==> src/rtl/core/mea_pkg.sv <==
// Package: shared types, constants and helper functions of the median/average alarm filter.
`default_nettype none

package mea_pkg;

    // Field widths of the channels.
    localparam int SAMPLE_W = 12;
    localparam int LEVEL_W  = SAMPLE_W + 1;

    // Default structural values.
    localparam int WINDOW_DEPTH          = 7;
    localparam int RAISE_CONFIRM         = 5;
    localparam int CLEAR_CONFIRM         = 5;
    localparam int AVERAGE_FRACTION_BITS = 16;

    // Threshold after reset and the hysteresis bounds.
    localparam int THRESHOLD_RESET = 2000;
    localparam int HYST_MIN        = 80;
    localparam int HYST_MAX        = 250;
    localparam int HYST_W          = 9;

    // floor(t * 8 / 100) is computed as (t * HYST_MUL) >> HYST_SHIFT, exact for t < 4096.
    localparam int HYST_MUL   = 10486;
    localparam int HYST_MUL_W = 14;
    localparam int HYST_SHIFT = 17;
    localparam int PROD_W     = SAMPLE_W + HYST_MUL_W;

    typedef logic [SAMPLE_W-1:0]       t_sample;
    typedef logic signed [LEVEL_W-1:0] t_level;

    // Alarm settings handed from the register file to the alarm stage.
    typedef struct packed {
        t_sample threshold;
        t_level  clear_level;
    } t_alarm_cfg;

    // A written threshold of zero is stored as one.
    function automatic t_sample mea_sat_threshold(input t_sample value);
        t_sample res;
        res = (value == '0) ? t_sample'(1) : value;
        return res;
    endfunction

    // Level at or below which the alarm counts towards clearing.
    function automatic t_level mea_clear_level(input t_sample thr);
        logic [PROD_W-1:0] prod;
        logic [HYST_W-1:0] hyst;
        prod = {{HYST_MUL_W{1'b0}}, thr} * PROD_W'(HYST_MUL);
        hyst = prod[HYST_SHIFT +: HYST_W];
        if (hyst < HYST_W'(HYST_MIN)) begin
            hyst = HYST_W'(HYST_MIN);
        end
        if (hyst > HYST_W'(HYST_MAX)) begin
            hyst = HYST_W'(HYST_MAX);
        end
        return $signed({1'b0, thr}) - $signed({{(LEVEL_W - HYST_W){1'b0}}, hyst});
    endfunction

    localparam t_level CLEAR_LEVEL_RESET = mea_clear_level(t_sample'(THRESHOLD_RESET));

endpackage

`default_nettype wire

==> src/rtl/core/mea_if.sv <==
// Interfaces: the sample, result and configuration channels of the filter.
`default_nettype none

interface mea_sample_if;
    logic                    valid;
    logic                    ready;
    logic [mea_pkg::SAMPLE_W-1:0] raw_sample;

    modport source (output valid, output raw_sample, input ready);
    modport sink   (input valid, input raw_sample, output ready);
endinterface

interface mea_result_if;
    logic                    valid;
    logic                    ready;
    logic [mea_pkg::SAMPLE_W-1:0] filtered_value;
    logic                    alarm_active;
    logic                    alarm_pending;

    modport source (output valid, output filtered_value, output alarm_active,
                    output alarm_pending, input ready);
    modport sink   (input valid, input filtered_value, input alarm_active,
                    input alarm_pending, output ready);
endinterface

interface mea_cfg_if;
    logic                    valid;
    logic                    ready;
    logic [mea_pkg::SAMPLE_W-1:0] alarm_threshold;

    modport source (output valid, output alarm_threshold, input ready);
    modport sink   (input valid, input alarm_threshold, output ready);
endinterface

`default_nettype wire

==> src/rtl/core/mea_window.sv <==
// Sample window and rank-based median selection, two pipeline stages.
`default_nettype none

module mea_window #(
    parameter int WINDOW_DEPTH = mea_pkg::WINDOW_DEPTH
) (
    input  wire logic             i_clk,
    input  wire logic             i_rst_n,
    input  wire logic             i_valid,
    output logic                  o_ready,
    input  wire mea_pkg::t_sample i_sample,
    output logic                  o_valid,
    input  wire logic             i_ready,
    output mea_pkg::t_sample      o_median
);
    import mea_pkg::*;

    localparam int CW = $clog2(WINDOW_DEPTH + 1);

    t_sample         r_win [WINDOW_DEPTH];
    logic [CW-1:0]   r_fill;
    logic            r_win_valid;
    t_sample         r_med;
    logic            r_med_valid;

    logic            med_space;
    logic            med_load;
    logic            accept;
    logic            full;
    logic [CW-1:0]   rank;
    logic [CW-1:0]   lt_cnt [WINDOW_DEPTH];
    logic [CW-1:0]   le_cnt [WINDOW_DEPTH];
    t_sample         n_med;

    // Stage handshakes: the window stage frees when its item moves on.
    assign med_space = !r_med_valid || i_ready;
    assign med_load  = r_win_valid && med_space;
    assign o_ready   = !r_win_valid || med_space;
    assign accept    = i_valid && o_ready;
    assign full      = (r_fill == CW'(WINDOW_DEPTH));

    // Window update: fill in order, then drop the oldest sample.
    always_ff @(posedge i_clk) begin
        if (accept) begin
            for (int i = 0; i < WINDOW_DEPTH - 1; i++) begin
                if (full) begin
                    r_win[i] <= r_win[i+1];
                end else if (r_fill == CW'(i)) begin
                    r_win[i] <= i_sample;
                end
            end
            if (full || r_fill == CW'(WINDOW_DEPTH - 1)) begin
                r_win[WINDOW_DEPTH-1] <= i_sample;
            end
        end
    end

    always_ff @(posedge i_clk) begin
        if (!i_rst_n) begin
            r_fill      <= '0;
            r_win_valid <= 1'b0;
        end else begin
            if (accept && !full) begin
                r_fill <= r_fill + CW'(1);
            end
            if (accept) begin
                r_win_valid <= 1'b1;
            end else if (med_load) begin
                r_win_valid <= 1'b0;
            end
        end
    end

    // Median: each held sample counts how many held samples lie below and at or below it.
    // The one whose span covers position fill/2 is the median; equal candidates share a value.
    always_comb begin
        rank  = r_fill >> 1;
        n_med = '0;
        for (int i = 0; i < WINDOW_DEPTH; i++) begin
            lt_cnt[i] = '0;
            le_cnt[i] = '0;
            for (int j = 0; j < WINDOW_DEPTH; j++) begin
                if (CW'(j) < r_fill) begin
                    if (r_win[j] < r_win[i]) begin
                        lt_cnt[i] = lt_cnt[i] + CW'(1);
                    end
                    if (r_win[j] <= r_win[i]) begin
                        le_cnt[i] = le_cnt[i] + CW'(1);
                    end
                end
            end
            if (CW'(i) < r_fill && lt_cnt[i] <= rank && rank < le_cnt[i]) begin
                n_med = n_med | r_win[i];
            end
        end
    end

    always_ff @(posedge i_clk) begin
        if (med_load) begin
            r_med <= n_med;
        end
    end

    always_ff @(posedge i_clk) begin
        if (!i_rst_n) begin
            r_med_valid <= 1'b0;
        end else if (med_load) begin
            r_med_valid <= 1'b1;
        end else if (i_ready) begin
            r_med_valid <= 1'b0;
        end
    end

    assign o_valid  = r_med_valid;
    assign o_median = r_med;

endmodule

`default_nettype wire

==> src/rtl/core/mea_ema.sv <==
// Exponential average of the median with alpha one quarter, in unsigned fixed point.
`default_nettype none

module mea_ema #(
    parameter int AVERAGE_FRACTION_BITS = mea_pkg::AVERAGE_FRACTION_BITS
) (
    input  wire logic             i_clk,
    input  wire logic             i_rst_n,
    input  wire logic             i_valid,
    output logic                  o_ready,
    input  wire mea_pkg::t_sample i_median,
    output logic                  o_valid,
    input  wire logic             i_ready,
    output logic [mea_pkg::SAMPLE_W+AVERAGE_FRACTION_BITS-1:0] o_avg
);
    import mea_pkg::*;

    localparam int AW = SAMPLE_W + AVERAGE_FRACTION_BITS;
    localparam int SW = AW + 2;

    logic [AW-1:0] r_avg;
    logic          r_seeded;
    logic          r_valid;

    logic          accept;
    logic [AW-1:0] med_fix;
    logic [SW-1:0] sum;
    logic [AW-1:0] n_avg;

    assign o_ready = !r_valid || i_ready;
    assign accept  = i_valid && o_ready;

    // Seed with the first median, then avg = floor((3 * avg + median) / 4).
    always_comb begin
        med_fix = {i_median, {AVERAGE_FRACTION_BITS{1'b0}}};
        sum     = {2'b00, r_avg} + {1'b0, r_avg, 1'b0} + {2'b00, med_fix};
        n_avg   = r_seeded ? sum[SW-1:2] : med_fix;
    end

    always_ff @(posedge i_clk) begin
        if (!i_rst_n) begin
            r_avg    <= '0;
            r_seeded <= 1'b0;
            r_valid  <= 1'b0;
        end else begin
            if (accept) begin
                r_avg    <= n_avg;
                r_seeded <= 1'b1;
            end
            if (accept) begin
                r_valid <= 1'b1;
            end else if (i_ready) begin
                r_valid <= 1'b0;
            end
        end
    end

    assign o_valid = r_valid;
    assign o_avg   = r_avg;

endmodule

`default_nettype wire

==> src/rtl/core/mea_alarm.sv <==
// Rounding of the average and the hysteresis alarm, feeding the result register.
`default_nettype none

module mea_alarm #(
    parameter int AVERAGE_FRACTION_BITS = mea_pkg::AVERAGE_FRACTION_BITS,
    parameter int RAISE_CONFIRM         = mea_pkg::RAISE_CONFIRM,
    parameter int CLEAR_CONFIRM         = mea_pkg::CLEAR_CONFIRM
) (
    input  wire logic                i_clk,
    input  wire logic                i_rst_n,
    input  wire mea_pkg::t_alarm_cfg i_cfg,
    input  wire logic                i_valid,
    output logic                     o_ready,
    input  wire logic [mea_pkg::SAMPLE_W+AVERAGE_FRACTION_BITS-1:0] i_avg,
    output logic                     o_valid,
    input  wire logic                i_ready,
    output mea_pkg::t_sample         o_filtered,
    output logic                     o_active,
    output logic                     o_pending
);
    import mea_pkg::*;

    localparam int AW = SAMPLE_W + AVERAGE_FRACTION_BITS;
    localparam int HW = $clog2(RAISE_CONFIRM + 1);
    localparam int LW = $clog2(CLEAR_CONFIRM + 1);
    localparam logic [AW:0] HALF = (AW + 1)'(1) << (AVERAGE_FRACTION_BITS - 1);

    logic            r_flag;
    logic [HW-1:0]   r_high;
    logic [LW-1:0]   r_low;
    logic            r_valid;
    t_sample         r_filtered;
    logic            r_active;
    logic            r_pending;

    logic            accept;
    logic [AW:0]     rnd_sum;
    logic [SAMPLE_W:0] rounded;
    t_sample         filt;
    logic [HW-1:0]   high_inc;
    logic [LW-1:0]   low_inc;
    logic            n_flag;
    logic [HW-1:0]   n_high;
    logic [LW-1:0]   n_low;

    assign o_ready = !r_valid || i_ready;
    assign accept  = i_valid && o_ready;

    // Round half up to an integer and saturate.
    always_comb begin
        rnd_sum = {1'b0, i_avg} + HALF;
        rounded = rnd_sum[AW:AVERAGE_FRACTION_BITS];
        filt    = rounded[SAMPLE_W] ? '1 : rounded[SAMPLE_W-1:0];
    end

    // Alarm: confirm a rise or a fall over consecutive items.
    always_comb begin
        high_inc = r_high + HW'(1);
        low_inc  = r_low + LW'(1);
        n_flag   = r_flag;
        n_high   = '0;
        n_low    = '0;
        if (!r_flag) begin
            if (filt >= i_cfg.threshold) begin
                if (high_inc >= HW'(RAISE_CONFIRM)) begin
                    n_flag = 1'b1;
                end else begin
                    n_high = high_inc;
                end
            end
        end else begin
            if ($signed({1'b0, filt}) <= i_cfg.clear_level) begin
                if (low_inc >= LW'(CLEAR_CONFIRM)) begin
                    n_flag = 1'b0;
                end else begin
                    n_low = low_inc;
                end
            end
        end
    end

    always_ff @(posedge i_clk) begin
        if (accept) begin
            r_filtered <= filt;
            r_active   <= n_flag;
            r_pending  <= !n_flag && (n_high != '0);
        end
    end

    always_ff @(posedge i_clk) begin
        if (!i_rst_n) begin
            r_flag  <= 1'b0;
            r_high  <= '0;
            r_low   <= '0;
            r_valid <= 1'b0;
        end else begin
            if (accept) begin
                r_flag <= n_flag;
                r_high <= n_high;
                r_low  <= n_low;
            end
            if (accept) begin
                r_valid <= 1'b1;
            end else if (i_ready) begin
                r_valid <= 1'b0;
            end
        end
    end

    assign o_valid    = r_valid;
    assign o_filtered = r_filtered;
    assign o_active   = r_active;
    assign o_pending  = r_pending;

endmodule

`default_nettype wire

==> src/rtl/core/median_ema_alarm_filter_top.sv <==
// Top level of the median filter with exponential average and hysteresis alarm.
//
// Usage: one 12-bit sample enters per item on i_sample; one result item leaves on
// o_result with the rounded average and the alarm flags. The alarm threshold is
// written on i_cfg, which is always ready; a write of zero stores one. Writes are
// to be made only while no item is in flight; the block itself does not enforce this.
// Each sample passes the window stage, median stage, average stage and result
// register in that order before its result item becomes valid.
// Throughput: one item per cycle unless the receiver stalls; each stage holds one item
// and moves it on once the stage after it has room, so all four stages run every cycle.
// The median stage compares every held sample with every other one in parallel.
// Reset (synchronous, active low): the window is empty, the average unseeded, the
// alarm and its run counters cleared and the threshold 2000; all stages are empty.
// When the receiver stalls, the result register holds its item and the earlier
// stages fill up one by one; i_sample.ready drops only once all four are full.
`default_nettype none

module median_ema_alarm_filter_top #(
    parameter int WINDOW_DEPTH          = mea_pkg::WINDOW_DEPTH,
    parameter int RAISE_CONFIRM         = mea_pkg::RAISE_CONFIRM,
    parameter int CLEAR_CONFIRM         = mea_pkg::CLEAR_CONFIRM,
    parameter int AVERAGE_FRACTION_BITS = mea_pkg::AVERAGE_FRACTION_BITS
) (
    input  wire logic    i_clk,
    input  wire logic    i_rst_n,
    mea_sample_if.sink   i_sample,
    mea_cfg_if.sink      i_cfg,
    mea_result_if.source o_result
);
    import mea_pkg::*;

    localparam int AW = SAMPLE_W + AVERAGE_FRACTION_BITS;

    t_alarm_cfg r_cfg;

    logic       med_valid;
    logic       med_ready;
    t_sample    median;
    logic       avg_valid;
    logic       avg_ready;
    logic [AW-1:0] avg;
    t_sample    n_threshold;

    // Threshold register; the clear level is derived at write time.
    assign i_cfg.ready = 1'b1;
    assign n_threshold = mea_sat_threshold(i_cfg.alarm_threshold);

    always_ff @(posedge i_clk) begin
        if (!i_rst_n) begin
            r_cfg.threshold   <= t_sample'(THRESHOLD_RESET);
            r_cfg.clear_level <= CLEAR_LEVEL_RESET;
        end else if (i_cfg.valid) begin
            r_cfg.threshold   <= n_threshold;
            r_cfg.clear_level <= mea_clear_level(n_threshold);
        end
    end

    // Window and median.
    mea_window #(
        .WINDOW_DEPTH(WINDOW_DEPTH)
    ) u_window (
        .i_clk    (i_clk),
        .i_rst_n  (i_rst_n),
        .i_valid  (i_sample.valid),
        .o_ready  (i_sample.ready),
        .i_sample (i_sample.raw_sample),
        .o_valid  (med_valid),
        .i_ready  (med_ready),
        .o_median (median)
    );

    // Exponential average.
    mea_ema #(
        .AVERAGE_FRACTION_BITS(AVERAGE_FRACTION_BITS)
    ) u_ema (
        .i_clk    (i_clk),
        .i_rst_n  (i_rst_n),
        .i_valid  (med_valid),
        .o_ready  (med_ready),
        .i_median (median),
        .o_valid  (avg_valid),
        .i_ready  (avg_ready),
        .o_avg    (avg)
    );

    // Rounding, alarm and result register.
    mea_alarm #(
        .AVERAGE_FRACTION_BITS(AVERAGE_FRACTION_BITS),
        .RAISE_CONFIRM        (RAISE_CONFIRM),
        .CLEAR_CONFIRM        (CLEAR_CONFIRM)
    ) u_alarm (
        .i_clk      (i_clk),
        .i_rst_n    (i_rst_n),
        .i_cfg      (r_cfg),
        .i_valid    (avg_valid),
        .o_ready    (avg_ready),
        .i_avg      (avg),
        .o_valid    (o_result.valid),
        .i_ready    (o_result.ready),
        .o_filtered (o_result.filtered_value),
        .o_active   (o_result.alarm_active),
        .o_pending  (o_result.alarm_pending)
    );

endmodule

`default_nettype wire

==> src/flat_wrapper.sv <==
// flat-port wrapper written by rule: the top's interface ports become plain ports
module median_ema_alarm_filter_top_flat import mea_pkg::*;
#(
    parameter int WINDOW_DEPTH          = mea_pkg::WINDOW_DEPTH,
    parameter int RAISE_CONFIRM         = mea_pkg::RAISE_CONFIRM,
    parameter int CLEAR_CONFIRM         = mea_pkg::CLEAR_CONFIRM,
    parameter int AVERAGE_FRACTION_BITS = mea_pkg::AVERAGE_FRACTION_BITS
)
  (i_clk, i_rst_n, i_sample_valid, i_sample_raw_sample, i_sample_ready, i_cfg_valid, i_cfg_alarm_threshold, i_cfg_ready, o_result_valid, o_result_filtered_value, o_result_alarm_active, o_result_alarm_pending, o_result_ready);
  mea_sample_if i_sample_i ();
  mea_cfg_if i_cfg_i ();
  mea_result_if o_result_i ();
  input  wire logic i_clk;
  input  wire logic i_rst_n;
  input wire logic [$bits(i_sample_i.valid)-1:0] i_sample_valid;
  input wire logic [$bits(i_sample_i.raw_sample)-1:0] i_sample_raw_sample;
  output wire logic [$bits(i_sample_i.ready)-1:0] i_sample_ready;
  input wire logic [$bits(i_cfg_i.valid)-1:0] i_cfg_valid;
  input wire logic [$bits(i_cfg_i.alarm_threshold)-1:0] i_cfg_alarm_threshold;
  output wire logic [$bits(i_cfg_i.ready)-1:0] i_cfg_ready;
  output wire logic [$bits(o_result_i.valid)-1:0] o_result_valid;
  output wire logic [$bits(o_result_i.filtered_value)-1:0] o_result_filtered_value;
  output wire logic [$bits(o_result_i.alarm_active)-1:0] o_result_alarm_active;
  output wire logic [$bits(o_result_i.alarm_pending)-1:0] o_result_alarm_pending;
  input wire logic [$bits(o_result_i.ready)-1:0] o_result_ready;
  assign i_sample_i.valid = i_sample_valid;
  assign i_sample_i.raw_sample = i_sample_raw_sample;
  assign i_sample_ready = i_sample_i.ready;
  assign i_cfg_i.valid = i_cfg_valid;
  assign i_cfg_i.alarm_threshold = i_cfg_alarm_threshold;
  assign i_cfg_ready = i_cfg_i.ready;
  assign o_result_valid = o_result_i.valid;
  assign o_result_filtered_value = o_result_i.filtered_value;
  assign o_result_alarm_active = o_result_i.alarm_active;
  assign o_result_alarm_pending = o_result_i.alarm_pending;
  assign o_result_i.ready = o_result_ready;
  median_ema_alarm_filter_top #(.WINDOW_DEPTH(WINDOW_DEPTH), .RAISE_CONFIRM(RAISE_CONFIRM), .CLEAR_CONFIRM(CLEAR_CONFIRM), .AVERAGE_FRACTION_BITS(AVERAGE_FRACTION_BITS)) u_core (.i_clk(i_clk), .i_rst_n(i_rst_n), .i_sample(i_sample_i), .i_cfg(i_cfg_i), .o_result(o_result_i));
endmodule
==> config.mk <==
export PLATFORM = sky130hd
export DESIGN_NAME = median_ema_alarm_filter_top_flat
export DESIGN_NICKNAME = d
export VERILOG_FILES = /design/src/rtl/core/mea_pkg.sv /design/src/rtl/core/mea_if.sv /design/src/rtl/core/mea_window.sv /design/src/rtl/core/mea_ema.sv /design/src/rtl/core/mea_alarm.sv /design/src/rtl/core/median_ema_alarm_filter_top.sv /design/src/flat_wrapper.sv
export SDC_FILE = /design/constraint.sdc
export NUM_CORES = 1
export LEC_CHECK = 0
export BUFFER_PORTS_ARGS = -buffer_cell sky130_fd_sc_hd__buf_2
export CAP_MARGIN = 20
export CELL_PAD_IN_SITES_DETAIL_PLACEMENT = 1
export CELL_PAD_IN_SITES_GLOBAL_PLACEMENT = 1
export CORE_MARGIN = 4
export CORE_UTILIZATION = 48
export CTS_BUF_LIST = sky130_fd_sc_hd__clkbuf_8
export DETAILED_ROUTE_END_ITERATION = 6
export GPL_TIMING_DRIVEN = 0
export PLACE_DENSITY = 0.76
export SETUP_SLACK_MARGIN = 0.2
export SKIP_LAST_GASP = 1
export SLEW_MARGIN = 20
export SYNTH_ARGS = -nofsm -noshare
export SYNTH_HDL_FRONTEND = slang
export SYNTH_SLANG_ARGS = --single-unit
==> constraint.sdc <==
create_clock -name i_clk -period 13.4 [get_ports i_clk]
set_clock_uncertainty 0.15 [all_clocks]
set_input_delay 3.35 -clock i_clk [delete_from_list [all_inputs] [get_ports i_clk]]
set_output_delay 3.35 -clock i_clk [all_outputs]
set_load 0.005 [all_outputs]
# After elaboration in Yosys (flattened, before gate mapping)
# Memory sizes are Yosys's and may differ from the RTL's.
# Index checks and enable logic that the tools add are counted.
[classes]
add_sub_neg = 91
multipliers = 1
order_cmp = 125
eq_ne = 7
mux = 267
n_bitwise = 12
reduce_logical = 38
[ops]
columns = ["cell", "n"]
rows = [
  ["<= comparator 12 bit", 49],
  ["less-than comparator 12 bit", 49],
  ["two-way mux 3 bit", 174],
  ["adder 3 x 1 -> 3 bit (second input constant)", 87],
  ["two-way mux 12 bit", 15],
  ["OR 12 bit", 6],
  ["two-way mux 1 bit", 71],
  ["two-way mux 9 bit", 6],
  ["adder 28 x 29 -> 30 bit", 1],
  ["adder 30 x 28 -> 30 bit", 1],
  ["adder 28 x 16 -> 29 bit (second input constant)", 1],
  ["two-way mux 28 bit", 1],
  ["multiplier 12 x 13 -> 25 bit (second input constant)", 1],
  ["<= comparator 3 x 2 -> 1 bit", 7],
  ["less-than comparator 2 x 3 -> 1 bit", 7],
  ["logical AND 1 bit", 20],
  ["<= comparator 13 bit", 1],
  ["subtractor 12 x 9 -> 13 bit", 1],
  ["== test 3 bit (second input constant)", 4],
  [">= comparator 12 bit", 1],
  ["zero test 12 bit", 1],
  ["> comparator 9 x 8 -> 1 bit (second input constant)", 1],
  ["less-than comparator 3 bit (first input constant)", 3],
  ["less-than comparator 9 x 7 -> 1 bit (second input constant)", 1],
  ["other kinds (11)", 32],
]
[totals]
register_bits = 94
mem_bits_rw = 84
word_cells = 558
n_memories = 1
[mem_list]
columns = ["name", "depth", "word_bits", "read_ports", "rd_clocked_by_memory_dff", "write_ports", "line_no", "source"]
rows = [
  ["u_core.u_window.r_win", 7, 12, 7, 0, 7, "mea_window.sv:20", "t_sample r_win [WINDOW_DEPTH];"],
]

# Depth between registers and ports, before layout
# An unclocked memory read counts as a cell.
[logic_depth]
depth_word = 38
depth_mapped = 42

# Hierarchy
# Synthesis repeated with hierarchy kept, for this count alone.
[hier_totals]
cells_unflattened = 2700
area_unflattened_um2 = 24388.4
[by_module_without_submodules]
columns = ["mod", "instances", "cells_each", "area_per_inst_um2", "seq_area_each_um2"]
rows = [
  ["mea_window", 1, 1629, 15074.5, 2982.9],
  ["median_ema_alarm_filter_top", 1, 515, 4479.3, 500.5],
  ["mea_ema", 1, 354, 3031.7, 600.6],
  ["mea_alarm", 1, 202, 1803.0, 580.6],
]

# Least setup slack after synthesis
# No wires, ideal clock.
[synth_path]
path_type = "in2reg"
start = "in i_cfg_alarm_threshold[10]"
end = "reg u_core.r_cfg[11] (netlist name)"
setup_time_ps = 132
arrival_time_ps = 11083
slack_ps = 2034
cell_stages = 39
n_path_buf = 0
cell_sequence = "inv_1 -> ha_1 -> nand2_1 -> nor3_1 -> nand4_1 -> and2_1 -> fa_1 -> fa_1 -> inv_1 -> fa_1 -> inv_1 -> fa_1 -> inv_1 -> fa_1 -> inv_1 -> ha_1 -> a21o_1 -> a21o_1 -> (+3 left out) -> o31ai_1 -> a21oi_1 -> nor2_1 -> a311oi_1 -> a31o_2 -> a21oi_1 -> ha_1 -> nor2b_1 -> o21ai_0 -> a21boi_0 -> o21ai_0 -> a21boi_0 -> o21ai_0 -> nand2b_1 -> a211oi_1 -> o21ai_0 -> xnor2_1 -> a21oi_1"
[synth_between]
elab_chain_len = 12
[synth_lines]
columns = ["item", "line_no", "source"]
rows = [
  ["from (decl)", "flat_wrapper.sv:19", "input wire logic [$bits(i_cfg_i.alarm_threshold)-1:0] i_cfg_alarm_threshold;"],
  ["zero test 12 bit (*)", "mea_pkg.sv:40", "res = (value == '0) ? t_sample'(1) : value;"],
  ["two-way mux 12 bit (*)", "mea_pkg.sv:40", ""],
  ["named net u_core.n_threshold[7]", "median_ema_alarm_filter_top.sv:42", "t_sample n_threshold;"],
  ["multiplier 12 x 13 -> 25 bit", "mea_pkg.sv:48", "prod = {{HYST_MUL_W{1'b0}}, thr} * PROD_W'(HYST_MUL);"],
  ["less-than comparator 9 x 7 -> 1 bit", "mea_pkg.sv:50", "if (hyst < HYST_W'(HYST_MIN)) begin"],
  ["two-way mux 9 bit", "mea_pkg.sv:50", ""],
  ["two-way mux 9 bit", "median_ema_alarm_filter_top.sv:52", "end else if (i_cfg.valid) begin"],
  ["two-way mux 9 bit", "median_ema_alarm_filter_top.sv:49", "if (!i_rst_n) begin"],
  ["> comparator 9 x 8 -> 1 bit", "mea_pkg.sv:53", "if (hyst > HYST_W'(HYST_MAX)) begin"],
  ["two-way mux 9 bit", "mea_pkg.sv:53", ""],
  ["two-way mux 9 bit", "median_ema_alarm_filter_top.sv:52", ""],
  ["two-way mux 9 bit", "median_ema_alarm_filter_top.sv:49", ""],
  ["subtractor 12 x 9 -> 13 bit (*)", "mea_pkg.sv:56", "return $signed({1'b0, thr}) - $signed({{(LEVEL_W - HYST_W){1'b0}}, hyst});"],
  ["to (decl)", "median_ema_alarm_filter_top.sv:34", "t_alarm_cfg r_cfg;"],
]
# Mark *: on every way through the listed nets, which the timed path passes. The rest lies on a longest branch. The select of a mux whose other input is x is not followed.
# A chain may end at the register's enable or synchronous reset.

# Worst setup path in the final report
# Same ends and word-level chain as after synthesis.

==> flow_metrics.env <==
export IMPL_finalCritPeriodShare_pct=94.1
export IMPL_drv_slew=0
export IMPL_synth_edf_count=110
export IMPL_yosysSeqAreaShare_pct=19.5
export IMPL_hp_class="reg2reg"
export IMPL_cts_path_max_buffers=2
export IMPL_power_density_mw_per_mm2=86.4
export IMPL_min_to="u_core.u_ema.o_avg[0]"
export IMPL_slowest_stage="fa_1"
export IMPL_r2r_end="u_core.u_window.o_median[0]"
export IMPL_area_delta_synth_final_pct=6.39
export IMPL_start_util_pct=48.7
export IMPL_cts_inserted_buffers=17
export IMPL_period_needed_ns=12.61
export IMPL_portBuffers=43
export IMPL_tightest_slew_ns=1.06
export IMPL_wirelength_mm=82.2
export IMPL_hold_buffers=0
export IMPL_ys_warn_count=0
export IMPL_die_w_um=231
export IMPL_synth_area_per_cell_um2=9.01
export IMPL_fin_cells=3395
export IMPL_first_pass_iters=5
export IMPL_die_area_mm2=0.0534
export IMPL_synth_seq_cells=178
export IMPL_synth_area_leaders="ha_1 28%, edfxtp_1 14%, dfxtp_1 5.7%"
export IMPL_n_fill_cell=5840
export IMPL_syn_inst=2651
export IMPL_cts_tree="yes"
export IMPL_setup_worst_path_class="in2reg"
export IMPL_whs_path_depth=2
export IMPL_end_kind="register"
export IMPL_r2r_slack_ns=4.71
export IMPL_cts_root_buf="clkbuf_8"
export IMPL_cts_sinks=178
export IMPL_fin_area_mm2=0.0254
export IMPL_postRouteAntennaNets=0
export IMPL_fmax_mhz=79.3
export IMPL_gp_congestion=0.990
export IMPL_ctsHtreeMaxLevel=4
export IMPL_clock_latency_ns=0.53
export IMPL_slew_headroom_pct=29.1
export IMPL_clk_pin_slew_ns=0.12
export IMPL_ys_types=97
export IMPL_synth_top_cell_by_area="ha_1"
export IMPL_holdCritStartpoint="u_core.u_ema.o_avg[0]"
export IMPL_reg2reg_from="u_core.u_window.r_win[1][16]"
export IMPL_rsz0062_at_grt="false"
export IMPL_placed_cells=3359
export IMPL_pin_count=46
export IMPL_critPathMaxStageDelay_ns=0.56
export IMPL_drive_gt1_share_pct=9.30
export IMPL_hold_viol_final=0
export IMPL_cap_violations=0
export IMPL_crit_arrival_ns=12.87
export IMPL_place_hpwl_mm=68.0
export IMPL_ys_async_sr_fraction_pct=0
export IMPL_vias_per_cell=6.17
export IMPL_grt_pass1_wl_mm=127
export IMPL_place_area_mm2=0.0250
export IMPL_grt_max_degree=20
export IMPL_die_h_um=231
export IMPL_grt_pass1_vias=22495
export IMPL_finalSetupViolCount=0
export IMPL_drt_iter0_drc=1248
export IMPL_synth_ff_type="edfxtp_1"
export IMPL_syn_nets=3267
export IMPL_status="finished clean"
export IMPL_final_nets=3333
export IMPL_detail_route_wl_per_cell_um=24.2
export IMPL_syn_area_mm2=0.0239
export IMPL_core_mm2=0.0491
export IMPL_start_kind="input pin"
export IMPL_synthDominantCellAreaShare_pct=27.7
export IMPL_grt_overflow_total=0
export IMPL_required_ns=13.66
export IMPL_vias=20931
export IMPL_grt_usage_pct=30.6
export IMPL_cp_max_fo=7
export IMPL_rows=81
export IMPL_antenna_found_initial=0
export IMPL_drc_errors=0
export IMPL_reg2reg_depth=27
export IMPL_finalPower_w=0.00220
export IMPL_p_leak_nw=12.1
export IMPL_irDropWorstVdd_mv=0.0590
==> power by group <==
part	leakage [nW]	internal, W	switching, W
clock network	0.208	0.000160	0.000257
registers	1.57	0.000610	0.0000364
logic	10.3	0.000474	0.000660
==> through the flow <==
step | setup slack (ns) | utilization [%] | setup TNS (ns) | hold slack (ns)
global placement | 0.0451 | 50.8 | 0 | 0.288
global route | 0.263 | 51.8 | 0 | 0.357
detailed placement | -0.158 | 50.9 | -0.167 | 0.302
floorplan | 2.03 | - | 0 | 0.277
finish | 0.791 | 51.8 | 0 | 0.310
CTS | 0.387 | 51.8 | 0 | 0.317
==> how the worst max path moves through the flow <==
stage	start	to	slack, ns	cells after the start
3_3_place_gp	i_cfg_alarm_threshold[4]	u_core.r_cfg[11]	0.05	40
4_1_cts	i_cfg_alarm_threshold[10]	u_core.r_cfg[11]	0.39	40
3_5_place_dp	i_cfg_alarm_threshold[10]	u_core.r_cfg[11]	-0.16	40
6_report	i_cfg_alarm_threshold[10]	u_core.r_cfg[11]	0.79	40
5_1_grt	i_cfg_alarm_threshold[10]	u_core.r_cfg[11]	0.26	40
2_1_floorplan	i_cfg_alarm_threshold[10]	u_core.r_cfg[11]	2.03	39
==> synth_stat cells, types with 6 or more instances <==
| master | instances |
|---|---|
| o211ai_1 | 27 |
| a211o_1 | 7 |
| or3_1 | 13 |
| clkbuf_1 | 44 |
| o21ai_0 | 94 |
| a211oi_1 | 20 |
| mux2_2 | 101 |
| xnor3_1 | 7 |
| nand3_1 | 47 |
| inv_1 | 263 |
| nor2_1 | 153 |
| o31ai_1 | 6 |
| nor2b_1 | 41 |
| a2111oi_2 | 10 |
| nor3_1 | 47 |
| o21bai_1 | 9 |
| o21a_1 | 12 |
| a22o_1 | 14 |
| nand4_1 | 62 |
| mux2i_1 | 28 |
| xnor2_1 | 63 |
| and3_1 | 16 |
| a31oi_1 | 20 |
| a22oi_1 | 11 |
| buf_1 | 8 |
| ha_1 | 529 |
| a21o_1 | 56 |
| o21ai_1 | 17 |
| xor2_1 | 65 |
| dfxtp_1 | 68 |
| nor4_1 | 9 |
| nor3b_1 | 7 |
| edfxtp_1 | 110 |
| nand2_1 | 218 |
| and4_1 | 8 |
| and2_1 | 32 |
| a21oi_1 | 183 |
| nand2b_1 | 32 |
| fa_1 | 58 |
| or2_2 | 6 |
| o221ai_2 | 10 |
==> critical path: cells and delay by family <==
family                   cells  cell delay (ns)
adder cells (fa/ha/maj)      8             3.41
AO/OA/AOI/OAI               16             3.22
AND/OR/NAND/NOR              7             1.59
buffers and inverters        7             0.66
XOR/XNOR                     2             0.62
==> layout by cell type, fill, tap and decap left out, drive strengths merged, types with 21 or more instances in the layout <==
cell type and instances:
nor3 48, o211ai 27, mux2i 29, ha 529
buf 66, clkbuf 61, nor2 154, a21oi 186
dfxtp 68, nand2 219, a31oi 21, a21o 56
xor2 67, and2 33, edfxtp 110, nand2b 32
nor2b 41, fa 58, a211oi 22, nand4 62
mux2 102, nand3 47, xnor2 64, o21ai 113
inv 274
==> flip-flops by register name, indices dropped and copies added, names as in the netlist <==
name	flops
u_core.u_alarm.o_filtered	12
u_core.r_cfg	25
u_core.u_ema.o_avg	28
u_core.u_ema.r_seeded	1
u_core.u_alarm.r_flag	1
u_core.u_alarm.o_active	1
u_core.u_alarm.o_valid	1
u_core.u_window.r_win_valid	1
u_core.u_alarm.o_pending	1
u_core.u_ema.o_valid	1
u_core.u_window.o_valid	1
u_core.u_window.r_win	84
u_core.u_window.o_median	12
u_core.u_alarm.r_low	3
u_core.u_window.r_fill	3
u_core.u_alarm.r_high	3
==> cells by family (layout without fill, tap and decap cells) <==
family,after synthesis,count (layout),share of synthesized area (%)
xor gates and xnor gates,141,141,5.85
adders and majority gates,587,587,32.6
muxes,131,131,6.04
AOI/OAI and AO/OA,566,566,16.0
other,1,2,0.0157
DFF,178,178,19.5
and+or+nand+nor,714,714,14.6
buffers and inverters,333,412,5.38
==> cell type report <==
| type | count | area, µm² | share of cell area (%) |
|---|---|---|---|
| plain buffers | 63 | 274 | 1.08 |
| repair buffers | 47 | 243 | 0.955 |
| well taps | 664 | 831 | 3.27 |
| clock buffers | 17 | 234 | 0.920 |
| inverters | 270 | 1010 | 3.99 |
| clock inverters | 15 | 191 | 0.753 |
| flip-flops and latches | 178 | 4660 | 18.3 |
| multi-input cells | 2140 | 18000 | 70.7 |
| diodes | 1 | 2.50 | 0.00984 |
==> per-layer routing <==
metal  global-route usage [%]  up-vias  part of all wire, %
met1                     38.3    10472                   43
li1                         -     9737                    -
met2                     52.6      537                   48
met3                     2.54      185                  3.7
met5                        0        -                    0
met4                     15.9        0                  5.9
==> repair_timing <==
| action | CTS | global route |
|---|---|---|
| setup endpoints to repair | 0 | 4 |
| resized for setup | 0 | 1 |
| buffers inserted | 0 | 3 |
(Power assumes the default switching activity.)
